--- src/hdl/b2da_pkg.sv ---
// Shared types and constants for the binary to decimal ASCII converter.
// No dependencies.
`timescale 1ns / 1ps

package b2da_pkg;

    localparam int MAG_W         = 32;   // magnitude width fed to the cell row
    localparam int NUM_DIGITS    = 10;   // decimal cells in the row
    localparam int NARROW_DIGITS = 5;    // digits printed in 16-bit modes
    localparam int STEP_BITS     = 4;    // magnitude bits taken per cycle
    localparam int CONV_STEPS    = MAG_W / STEP_BITS;
    localparam int CNT_W         = $clog2(CONV_STEPS);
    localparam int LEFT_W        = $clog2(NUM_DIGITS + 1);
    localparam int DIG_W         = 4 * NUM_DIGITS;

    localparam logic [7:0]        CHAR_ZERO  = 8'h30;
    localparam logic [7:0]        CHAR_MINUS = 8'h2D;
    localparam logic [CNT_W-1:0]  LAST_STEP  = CNT_W'(CONV_STEPS - 1);
    localparam logic [LEFT_W-1:0] LEFT_WIDE  = LEFT_W'(NUM_DIGITS);
    localparam logic [LEFT_W-1:0] LEFT_NARROW = LEFT_W'(NARROW_DIGITS);
    localparam logic [LEFT_W-1:0] LEFT_ONE   = LEFT_W'(1);

    // Finished conversion handed from the cell row to the character emitter.
    typedef struct packed {
        logic [DIG_W-1:0] digits;  // cell i at [4i+3:4i], cell 0 = ones
        logic             neg;
        logic             wide;
    } t_conv_res;

endpackage

--- src/hdl/b2da_cell.sv ---
// One BCD digit cell of the shift-and-add-3 row; takes four bits a cycle while enabled.
// Depends on b2da_pkg.
`timescale 1ns / 1ps

module b2da_cell (
    input  logic                          i_clk,
    input  logic                          i_clr,
    input  logic                          i_en,
    input  logic [b2da_pkg::STEP_BITS-1:0] i_bits,   // [msb] enters first
    output logic [b2da_pkg::STEP_BITS-1:0] o_bits,   // carries to next cell
    output logic [3:0]                    o_digit
);

    logic [3:0] r_digit;
    logic [3:0] n_digit;

    always_comb begin
        logic [3:0] v;
        logic [3:0] a;
        v = r_digit;
        a = '0;
        for (int k = b2da_pkg::STEP_BITS - 1; k >= 0; k--) begin
            a = (v >= 4'd5) ? v + 4'd3 : v;
            o_bits[k] = a[3];
            v = {a[2:0], i_bits[k]};
        end
        n_digit = v;
    end

    always_ff @(posedge i_clk) begin
        if (i_clr) begin
            r_digit <= '0;
        end else if (i_en) begin
            r_digit <= n_digit;
        end
    end

    assign o_digit = r_digit;

endmodule

--- src/hdl/b2da_conv.sv ---
// Binary to BCD converter: a row of digit cells fed four magnitude bits a cycle.
// Depends on b2da_pkg and b2da_cell.
`timescale 1ns / 1ps

module b2da_conv (
    input  logic                        i_clk,
    input  logic                        i_rst_n,
    input  logic                        i_valid,
    output logic                        o_ready,
    input  logic [b2da_pkg::MAG_W-1:0]  i_mag,
    input  logic                        i_neg,
    input  logic                        i_wide,
    output logic                        o_valid,
    input  logic                        i_ready,
    output b2da_pkg::t_conv_res         o_res
);

    localparam int SB = b2da_pkg::STEP_BITS;
    localparam int ND = b2da_pkg::NUM_DIGITS;

    logic                        r_act;
    logic                        r_done;
    logic [b2da_pkg::CNT_W-1:0]  r_cnt;
    logic [b2da_pkg::MAG_W-1:0]  r_sreg;
    logic                        r_neg;
    logic                        r_wide;
    logic                        w_load;
    logic [SB-1:0]               w_carry [0:ND-1];
    logic [b2da_pkg::DIG_W-1:0]  w_digits;

    assign o_ready = !r_act && (!r_done || i_ready);
    assign w_load  = i_valid && o_ready;
    assign o_valid = r_done;

    assign w_carry[0] = r_sreg[b2da_pkg::MAG_W-1 -: SB];

    for (genvar i = 0; i < ND; i++) begin : g_cell
        if (i < ND - 1) begin : g_mid
            b2da_cell u_cell (
                .i_clk   (i_clk),
                .i_clr   (w_load),
                .i_en    (r_act),
                .i_bits  (w_carry[i]),
                .o_bits  (w_carry[i+1]),
                .o_digit (w_digits[4*i +: 4])
            );
        end else begin : g_top
            b2da_cell u_cell (
                .i_clk   (i_clk),
                .i_clr   (w_load),
                .i_en    (r_act),
                .i_bits  (w_carry[i]),
                .o_bits  (),
                .o_digit (w_digits[4*i +: 4])
            );
        end
    end

    always_ff @(posedge i_clk) begin
        if (!i_rst_n) begin
            r_act  <= 1'b0;
            r_done <= 1'b0;
            r_cnt  <= '0;
        end else if (w_load) begin
            r_act  <= 1'b1;
            r_done <= 1'b0;
            r_cnt  <= '0;
        end else if (r_act) begin
            r_cnt <= r_cnt + 1'b1;
            if (r_cnt == b2da_pkg::LAST_STEP) begin
                r_act  <= 1'b0;
                r_done <= 1'b1;
            end
        end else if (r_done && i_ready) begin
            r_done <= 1'b0;
        end
    end

    always_ff @(posedge i_clk) begin
        if (w_load) begin
            r_sreg <= i_mag;
            r_neg  <= i_neg;
            r_wide <= i_wide;
        end else if (r_act) begin
            r_sreg <= {r_sreg[b2da_pkg::MAG_W-SB-1:0], {SB{1'b0}}};
        end
    end

    assign o_res.digits = w_digits;
    assign o_res.neg    = r_neg;
    assign o_res.wide   = r_wide;

    a_act_done_excl: assert property (@(posedge i_clk) disable iff (!i_rst_n)
        !(r_act && r_done))
        else $error("converter running and done at once");

    a_done_after_run: assert property (@(posedge i_clk) disable iff (!i_rst_n)
        $fell(r_act) && !$past(w_load) |-> r_done)
        else $error("conversion finished without raising done");

endmodule

--- src/hdl/b2da_emit.sv ---
// Character emitter: sends the optional minus and the digits, one beat each.
// Depends on b2da_pkg.
`timescale 1ns / 1ps

module b2da_emit (
    input  logic                i_clk,
    input  logic                i_rst_n,
    input  logic                i_valid,
    output logic                o_ready,
    input  b2da_pkg::t_conv_res i_res,
    output logic                o_valid,
    input  logic                i_ready,
    output logic [7:0]          o_char,
    output logic                o_last
);

    localparam int DW = b2da_pkg::DIG_W;
    localparam int NW = 4 * b2da_pkg::NARROW_DIGITS;

    logic                         r_busy;
    logic                         r_minus;
    logic [b2da_pkg::LEFT_W-1:0]  r_left;
    logic [DW-1:0]                r_dig;
    logic                         w_load;
    logic                         w_take;

    assign o_valid = r_busy;
    assign o_char  = r_minus ? b2da_pkg::CHAR_MINUS
                             : b2da_pkg::CHAR_ZERO + {4'b0000, r_dig[DW-1 -: 4]};
    assign o_last  = !r_minus && (r_left == b2da_pkg::LEFT_ONE);
    assign w_take  = r_busy && i_ready;
    assign o_ready = !r_busy || (i_ready && o_last);
    assign w_load  = i_valid && o_ready;

    always_ff @(posedge i_clk) begin
        if (!i_rst_n) begin
            r_busy  <= 1'b0;
            r_minus <= 1'b0;
            r_left  <= '0;
        end else if (w_load) begin
            r_busy  <= 1'b1;
            r_minus <= i_res.neg;
            r_left  <= i_res.wide ? b2da_pkg::LEFT_WIDE : b2da_pkg::LEFT_NARROW;
        end else if (w_take) begin
            if (r_minus) begin
                r_minus <= 1'b0;
            end else begin
                r_left <= r_left - 1'b1;
                if (r_left == b2da_pkg::LEFT_ONE) begin
                    r_busy <= 1'b0;
                end
            end
        end
    end

    // Most significant printed digit sits at the top nibble.
    always_ff @(posedge i_clk) begin
        if (w_load) begin
            r_dig <= i_res.wide ? i_res.digits : {i_res.digits[NW-1:0], {(DW-NW){1'b0}}};
        end else if (w_take && !r_minus) begin
            r_dig <= {r_dig[DW-5:0], 4'b0000};
        end
    end

    a_left_range: assert property (@(posedge i_clk) disable iff (!i_rst_n)
        r_busy |-> (r_left != '0) && (r_left <= b2da_pkg::LEFT_WIDE))
        else $error("digit count out of range");

    a_minus_first: assert property (@(posedge i_clk) disable iff (!i_rst_n)
        r_busy && r_minus |-> (r_left == b2da_pkg::LEFT_WIDE) ||
                              (r_left == b2da_pkg::LEFT_NARROW))
        else $error("minus sign pending after a digit was sent");

    a_digit_bcd: assert property (@(posedge i_clk) disable iff (!i_rst_n)
        r_busy && !r_minus |-> r_dig[DW-1 -: 4] <= 4'd9)
        else $error("digit nibble is not decimal");

endmodule

--- src/hdl/binary_to_decimal_ascii.sv ---
// The first character of an item follows its cell shifts of four bits and the handoff to
//   the emitter, once the emitter is free. The cell row takes a new value only when it is
//   not converting and the emitter takes or has taken its last result. An item is 5, 6, 10
//   or 11 characters; the cell row converts one item while the emitter sends the previous one.
// Reset: i_rst_n synchronous, active low; clears control and sets format_mode to 0.
// Depends on b2da_pkg, b2da_conv, b2da_cell and b2da_emit.
`timescale 1ns / 1ps

module binary_to_decimal_ascii (
    input  logic        i_clk,
    input  logic        i_rst_n,
    // configuration write: format_mode
    input  logic        i_cfg_valid,
    output logic        o_cfg_ready,
    input  logic [1:0]  i_cfg_data,
    // input beats
    input  logic        i_in_valid,
    output logic        o_in_ready,
    input  logic [31:0] i_value,
    // output beats, one character each
    output logic        o_out_valid,
    input  logic        i_out_ready,
    output logic [7:0]  o_out_char,
    output logic        o_last
);

    // format_mode: 0 = 16-bit unsigned, 1 = 16-bit signed, 2 or 3 = 32-bit signed
    logic [1:0]                 r_mode;
    logic                       w_wide;
    logic                       w_signed;
    logic [31:0]                w_sval;
    logic                       w_neg;
    logic [b2da_pkg::MAG_W-1:0] w_mag;

    logic                       w_res_valid;
    logic                       w_res_ready;
    b2da_pkg::t_conv_res        w_res;

    assign o_cfg_ready = 1'b1;

    always_ff @(posedge i_clk) begin
        if (!i_rst_n) begin
            r_mode <= 2'd0;
        end else if (i_cfg_valid) begin
            r_mode <= i_cfg_data;
        end
    end

    // Magnitude and sign. Negating in 32 bits gives the true magnitude of the
    // most negative value of either width (0x80000000 reads as 2^31 unsigned).
    assign w_wide   = r_mode[1];
    assign w_signed = r_mode[1] | r_mode[0];
    assign w_sval   = w_wide   ? i_value :
                      w_signed ? {{16{i_value[15]}}, i_value[15:0]} :
                                 {16'h0000, i_value[15:0]};
    assign w_neg    = w_signed && w_sval[31];
    assign w_mag    = w_neg ? (32'd0 - w_sval) : w_sval;

    // Cell row: ten BCD cells, four magnitude bits shifted in per cycle.
    b2da_conv u_conv (
        .i_clk   (i_clk),
        .i_rst_n (i_rst_n),
        .i_valid (i_in_valid),
        .o_ready (o_in_ready),
        .i_mag   (w_mag),
        .i_neg   (w_neg),
        .i_wide  (w_wide),
        .o_valid (w_res_valid),
        .i_ready (w_res_ready),
        .o_res   (w_res)
    );

    // Emitter: holds one finished number and sends it a character per beat,
    // so the cell row can start on the next value meanwhile.
    b2da_emit u_emit (
        .i_clk   (i_clk),
        .i_rst_n (i_rst_n),
        .i_valid (w_res_valid),
        .o_ready (w_res_ready),
        .i_res   (w_res),
        .o_valid (o_out_valid),
        .i_ready (i_out_ready),
        .o_char  (o_out_char),
        .o_last  (o_last)
    );

endmodule

--- config.mk ---
export PLATFORM = sky130hd
export DESIGN_NAME = binary_to_decimal_ascii
export DESIGN_NICKNAME = d
export VERILOG_FILES = /design/src/hdl/b2da_pkg.sv /design/src/hdl/b2da_cell.sv /design/src/hdl/b2da_conv.sv /design/src/hdl/b2da_emit.sv /design/src/hdl/binary_to_decimal_ascii.sv
export SDC_FILE = /design/constraint.sdc
export NUM_CORES = 1
export LEC_CHECK = 0
export ABC_AREA = 1
export BUFFER_PORTS_ARGS = -buffer_cell sky130_fd_sc_hd__buf_2
export CAP_MARGIN = 10
export CORE_MARGIN = 5
export CORE_UTILIZATION = 40
export CTS_CLUSTER_SIZE = 20
export DETAILED_ROUTE_END_ITERATION = 8
export SLEW_MARGIN = 40
export SYNTH_ARGS = -nofsm -noshare
export SYNTH_HDL_FRONTEND = slang
export SYNTH_SLANG_ARGS = --single-unit
--- constraint.sdc ---
create_clock -name i_clk -period 4.25 [get_ports i_clk]
set_input_delay 0.6375 -clock i_clk [delete_from_list [all_inputs] [get_ports i_clk]]
set_output_delay 0.6375 -clock i_clk [all_outputs]
set_load 0.01 [all_outputs]
==> metrics.log, run 1 <==
[metrics] final worst path period share: 79.8%
[metrics] depth of the CTS H-tree: 4
[metrics] Die Outline Area: 0.0278 mm^2
[metrics] routed via count divided by cell count: 4.92
[metrics] most common cell in the netlist: nand2_1
[metrics] average footprint of a synthesized cell: 6.84 um^2
[metrics] yosys synthesis warning count: 0
[metrics] data arrival time at the worst-slack endpoint: 3.71 ns
[metrics] share of flip-flops with an asynchronous set or reset after synthesis: 0%
[metrics] gp weighted congestion: 0.826
[metrics] number of unique standard cell types used by synthesis: 45
[metrics] count of pins over their slew limit: 0
[metrics] antenna viol nets, final: 0
[metrics] pin count of the biggest net entering global routing: 79
[metrics] result of the run: finished, final reports clean
[metrics] cells taking the most area after synthesis: edfxtp_1, nand2_1, dfxtp_1
[metrics] most frequent cells after synthesis: nand2_1, inv_1, nand3_1
[metrics] number of buffers inserted during clock tree synthesis: 17
[metrics] sequential share of the synthesized area: 33.5%
[metrics] Worst path max stage delay: 0.35 ns
[metrics] Core Rows: 57
[metrics] synthesized cell area: 0.00981 mm^2
[metrics] Reg clk slew, reported paths: 0.06 ns
[metrics] number of resized instances in the post-cts repair step: 0
[metrics] Port Buf Inserts: 46
[metrics] number of nets at the end of the flow: 1,548
[metrics] Max Cap Violations: 0
[metrics] overall global routing resource usage: 16.2%
[metrics] fraction of final layout cells sized beyond drive strength 1: 14.8%
[metrics] Clock Root Buffer: clkbuf_16
[metrics] total gr overflow: 0
[metrics] cell count after synthesis: 1,435
[metrics] share of the synthesized area in the top cell type: 22.6%
[metrics] setup repair after global routing missed its margin: no
[metrics] max frequency: 0.295 GHz
[metrics] Iter 0 DRT Violations: 576
[metrics] number of buffer and inverter stages on the critical path: 6
[metrics] TritonCTS clock tree: yes
[metrics] Critical Path Start Type: register
[metrics] most used flip-flop cell after synthesis: edfxtp_1
[metrics] clock latency at the later pin of the worst-skew pair: 0.42 ns
[metrics] Die H: 167 um
[metrics] post-detailed-routing wire length: 22,400 um
[metrics] dpl cells: 1,777
[metrics] cell area reported after detailed placement: 0.0104 mm^2
[metrics] floorplan core area: 0.0242 mm^2
[metrics] total negative slack for setup checks: 0 ns
[metrics] final count of hold timing violations: 0
[metrics] Final setup violation count: 0
[metrics] kind of cell adding the most delay to the critical path: simple AND/OR/NAND/NOR gates
[metrics] normalized max-slew margin: 48.9%
[metrics] Antenna Diode Count: 0
[metrics] vias in the first global route: 8,352
[metrics] Hold Buf Count CTS: 0
[metrics] r2r worst-path depth: 28
[metrics] number of antenna violations at the first check in global routing: 0
[metrics] # clock sinks: 127
[metrics] post-DP HPWL: 16,500 um
[metrics] Worst Hold Path Cells: 3
[metrics] class of the tightest hold or removal check: in -> reg
[metrics] number of fill cells: 2,514
[metrics] final setup skew: 0.00774 ns
[metrics] post-CTS setup buffers: 0
[metrics] length of the first detailed-routing pass in iterations: 5
[metrics] final worst slack: 0.857 ns
[metrics] Post-route DRC: 0
[metrics] detailed-route wire length per cell: 12.4 um
[metrics] top-level port count: 51
[metrics] Setup WS pre-CTS: 0.916 ns
[metrics] cell occurring most often along the worst timing path: nand2_1
[metrics] transition time at the pin with the least slew margin: 0.767 ns
[metrics] Finished Layout Cells: 1,809
[metrics] initial cell density of the core: 40.5%
[metrics] required time worst endpoint: 4.57 ns
[metrics] flops & latches, synth: 127
[metrics] global-route wire length before repair: 38,200 um
[metrics] start-to-end type of the worst setup path: reg -> reg
[metrics] number of vias in the routed layout: 8,898
[metrics] Die W: 167 um
[metrics] clock tree buffer depth: 2
[metrics] master of the slowest instance on the critical path: dfxtp_1
[metrics] highest fanout seen on the critical path: 5
[metrics] Area growth syn-to-layout: 11.4%
[metrics] number of gates on the worst path with buffers counted: 28
[metrics] capturing element type of the critical path: register
[metrics] minimum clock period after layout: 3.39 ns
[metrics] count of flip-flops with a built-in enable after synthesis: 74
[metrics] final cell area excluding filler cells: 0.0109 mm^2
[metrics] leading area contributor after synthesis: edfxtp_1
==> layer usage <==
| metal | global-route usage (%) | vias up | wire length (um) |
|---|---|---|---|
| met1 | 20.9 | 3996 | 10700 |
| met3 | 2.73 | 18 | 792 |
| met5 | 0 | - | 0 |
| li1 | - | 4743 | - |
| met2 | 28.2 | 141 | 10600 |
| met4 | 4.55 | 0 | 273 |
==> area by class of cell <==
type	instances	area, um^2	share of cell area, %
clock buffer	20	479	4.39
clock inverter	12	83.8	0.767
inverter	222	833	7.63
multi-input combinational	1051	5550	50.8
sequential	127	3280	30.1
tap	324	405	3.71
timing repair buffer	53	295	2.70
==> final timing paths <==
check | startpoint | to | slack, ns
setup / recovery | u_conv.g_cell[8].g_mid.u_cell.o_digit[0] | u_conv.g_cell[9].g_top.u_cell.o_digit[1] | 0.86
hold / removal | i_cfg_data[0] | r_mode[0] | 0.45
setup reg to reg | u_conv.g_cell[8].g_mid.u_cell.o_digit[0] | u_conv.g_cell[9].g_top.u_cell.o_digit[1] | 0.86
hold reg to reg | u_conv.r_cnt[2] | u_conv.r_cnt[2] | 0.46
==> registers in the layout, indices dropped and copies added, names as in the netlist <==
register / flops
u_emit.r_left: 4
u_conv.g_cell.g_top.u_cell.o_digit: 4
u_conv.r_neg: 1
u_emit.o_valid: 1
u_conv.r_cnt: 3
u_conv.r_act: 1
u_conv.o_valid: 1
u_emit.r_minus: 1
u_emit.r_dig: 40
u_conv.r_sreg: 32
u_conv.g_cell.g_mid.u_cell.o_digit: 36
u_conv.r_wide: 1
r_mode: 2
==> cells in the final DEF, fill, tap and decap left out, types with 10 or more instances in the layout <==
master | synthesis | final
buf_2 | 5 | 46
xnor2_1 | 13 | 13
nand3_1 | 129 | 129
nand2_1 | 451 | 451
inv_2 | 19 | 19
o21ai_0 | 93 | 93
edfxtp_1 | 74 | 74
a21oi_1 | 26 | 25
o22ai_1 | 10 | 10
ha_1 | 37 | 37
nor2_1 | 64 | 64
o21ai_1 | 17 | 17
o221ai_1 | 20 | 20
o21ai_2 | 12 | 12
clkbuf_16 | 0 | 19
nand3_2 | 28 | 28
nand2_2 | 54 | 54
xor2_1 | 21 | 21
dfxtp_1 | 53 | 52
nand4_1 | 23 | 23
inv_1 | 201 | 201
==> worst min-delay path, stage by stage <==
cell	delay [ns]
buf_2	0.08
nor2_1	0.04
nor2_1	0.08
==> logic make-up (layout without fill, tap and decap cells) <==
| family | after synthesis | in the layout | synth area share [%] |
|---|---|---|---|
| simple gates | 786 | 786 | 37.1 |
| xor+xnor | 34 | 34 | 3.03 |
| fa+ha+maj | 37 | 37 | 4.72 |
| buf+inv | 259 | 307 | 10.2 |
| flops | 127 | 127 | 33.5 |
| other cells | 2 | 4 | 0.0765 |
| compound gates | 190 | 190 | 11.4 |
==> metrics by stage <==
step | hold slack, ns | utilization [%]
final | 0.449 | 45.1
after global routing | 0.480 | 45.1
after CTS | 0.437 | 45.1
after detailed placement | 0.461 | 42.7
after global placement | 0.456 | 42.7
after floorplan | 0.407 | -
Power of run 1 is left out: the tool's default activity adds up to more than one toggle a clock period on the data nets, which glitch-free logic cannot reach.
==> inputs of run 2 (changes only) <==
==> constraint.sdc (replaced) <==
create_clock -name i_clk -period 3 [get_ports i_clk]
set_input_delay 0.45 -clock i_clk [delete_from_list [all_inputs] [get_ports i_clk]]
set_output_delay 0.45 -clock i_clk [all_outputs]
set_load 0.01 [all_outputs]
==> metrics.log, run 2 (synthesized netlist as in run 1, its figures left out) <==
[metrics] Die Outline Area: 0.0278 mm^2 (unchanged)
[metrics] Hold Buf Count CTS: 0 (unchanged)
[metrics] max frequency: 0.344 GHz (was 0.295 GHz)
[metrics] Port Buf Inserts: 46 (unchanged)
[metrics] clock tree buffer depth: 2 (unchanged)
[metrics] gp weighted congestion: 0.832 (was 0.826)
[metrics] Top reg by flops: u_emit.r_dig (unchanged)
[metrics] Worst path max stage delay: 0.34 ns (was 0.35 ns)
[metrics] Setup WS pre-CTS: -0.120 ns (was 0.916 ns)
[metrics] highest fanout seen on the critical path: 4 (was 5)
[metrics] final worst slack: 0.0889 ns (was 0.857 ns)
[metrics] overall global routing resource usage: 16.1% (was 16.2%)
[metrics] Post-route DRC: 0 (unchanged)
[metrics] required time worst endpoint: 3.31 ns (was 4.57 ns)
[metrics] TritonCTS clock tree: yes (unchanged)
[metrics] Max Cap Violations: 0 (unchanged)
[metrics] cell occurring most often along the worst timing path: nand2_1 (unchanged)
[metrics] antenna viol nets, final: 0 (unchanged)
[metrics] Area growth syn-to-layout: 16.8% (was 11.4%)
[metrics] global-route wire length before repair: 38,200 um (about the same)
[metrics] most used cells in the layout excluding fill and tap cells: nand2_1, inv_1, nand3_1 (unchanged)
[metrics] initial cell density of the core: 40.5% (unchanged)
[metrics] number of flip-flops under the largest register name: 40 (unchanged)
[metrics] count of pins over their slew limit: 0 (unchanged)
[metrics] normalized max-slew margin: 47.6% (was 48.9%)
[metrics] number of vias in the routed layout: 9,113 (was 8,898)
[metrics] Die H: 167 um (unchanged)
[metrics] final count of hold timing violations: 0 (unchanged)
[metrics] final cell area excluding filler cells: 0.0115 mm^2 (was 0.0109 mm^2)
[metrics] commonest non-fill, non-tap cell in the layout: nand2_1 (unchanged)
[metrics] class of the tightest hold or removal check: in -> reg (unchanged)
[metrics] start-to-end type of the worst setup path: reg -> reg (unchanged)
[metrics] top-level port count: 51 (unchanged)
[metrics] fraction of final layout cells sized beyond drive strength 1: 22.4% (was 14.8%)
[metrics] post-DP HPWL: 16,700 um (was 16,500 um)
[metrics] pin count of the biggest net entering global routing: 79 (unchanged)
[metrics] Clock Root Buffer: clkbuf_16 (unchanged)
[metrics] dpl cells: 1,803 (was 1,777)
[metrics] routed via count divided by cell count: 4.93 (was 4.92)
[metrics] Reg clk slew, reported paths: 0.06 ns (about the same)
[metrics] Iter 0 DRT Violations: 532 (was 576)
[metrics] result of the run: finished, final reports clean (unchanged)
[metrics] final cell utilization of the core: 47.3% (was 45.1%)
[metrics] vias in the first global route: 8,322 (was 8,352)
[metrics] total gr overflow: 0 (unchanged)
[metrics] capturing element type of the critical path: register (unchanged)
[metrics] final worst path period share: 97.0% (was 79.8%)
[metrics] minimum clock period after layout: 2.91 ns (was 3.39 ns)
[metrics] number of antenna violations at the first check in global routing: 1 (was 0)
[metrics] cell area reported after detailed placement: 0.0106 mm^2 (was 0.0104 mm^2)
[metrics] Die W: 167 um (unchanged)
[metrics] post-detailed-routing wire length: 22,700 um (was 22,400 um)
[metrics] Final setup violation count: 0 (unchanged)
[metrics] number of nets at the end of the flow: 1,586 (was 1,548)
[metrics] transition time at the pin with the least slew margin: 0.785 ns (was 0.767 ns)
[metrics] Antenna Diode Count: 0 (unchanged)
[metrics] number of buffers inserted during clock tree synthesis: 17 (unchanged)
[metrics] Finished Layout Cells: 1,847 (was 1,809)
[metrics] floorplan core area: 0.0242 mm^2 (unchanged)
[metrics] setup repair after global routing missed its margin: yes (was no)
[metrics] Core Rows: 57 (unchanged)
[metrics] depth of the CTS H-tree: 4 (unchanged)
[metrics] final setup skew: 0.0119 ns (was 0.00774 ns)
[metrics] data arrival time at the worst-slack endpoint: 3.22 ns (was 3.71 ns)
[metrics] master of the slowest instance on the critical path: dfxtp_2 (was dfxtp_1)
[metrics] # clock sinks: 127 (unchanged)
[metrics] clock latency at the later pin of the worst-skew pair: 0.41 ns (was 0.42 ns)
[metrics] Critical Path Start Type: register (unchanged)
[metrics] detailed-route wire length per cell: 12.3 um (was 12.4 um)
[metrics] length of the first detailed-routing pass in iterations: 5 (unchanged)
[run 2: worst max-delay path, delay by kind of cell, from the launching register on]
family | cells | cell delay [ns]
DFF | 1 | 0.34
xor gates and xnor gates | 1 | 0.20
adders and majority gates | 4 | 0.68
buffers and inverters | 5 | 0.21
and+or+nand+nor | 19 | 1.40
[run 2: metal layers]
metal	wire length (um)	global-route usage, %	up-vias
met3	871	2.49	11
met4	154	3.09	0
li1	-	-	4830
met5	0	0	-
met2	10900	27.6	134
met1	10800	21.7	4138
[run 2: final cells by class]
cell class,count,area (um^2)
Sequential cell,127,3300
Clock buffer,20,479
Inverter,222,836
Timing Repair Buffer,91,581
Clock inverter,12,90.1
Multi-Input combinational cell,1051,5770
Tap cell,324,405
Fill cell,2470,12800
[run 2: worst paths after layout]
kind | start | to | slack, ns | cells after the start
worst max-delay path | u_conv.g_cell[9].g_top.u_cell.o_digit[1] | u_conv.g_cell[9].g_top.u_cell.o_digit[1] | 0.09 | 29
worst min-delay path | i_cfg_data[0] | r_mode[0] | 0.26 | 3
worst max register to register | u_conv.g_cell[9].g_top.u_cell.o_digit[1] | u_conv.g_cell[9].g_top.u_cell.o_digit[1] | 0.09 | 29
worst min register to register | u_conv.r_cnt[1] | u_conv.r_cnt[1] | 0.47 | 2
[run 2: through the flow]
step | hold slack [ns] | TNS [ns]
3_3_place_gp | 0.454 | -0.00865
3_5_place_dp | 0.464 | -0.217
4_1_cts | 0.254 | 0
6_report | 0.264 | 0
5_1_grt | 0.275 | -0.545
2_1_floorplan | 0.407 | 0
[run 2: timing repair]
item,4_1_cts,5_1_grt
pin swaps,3,17
setup buffers,7,5
setup endpoints to repair,3,25
gates resized for setup,15,76
Power of run 2 is left out for the same reason.
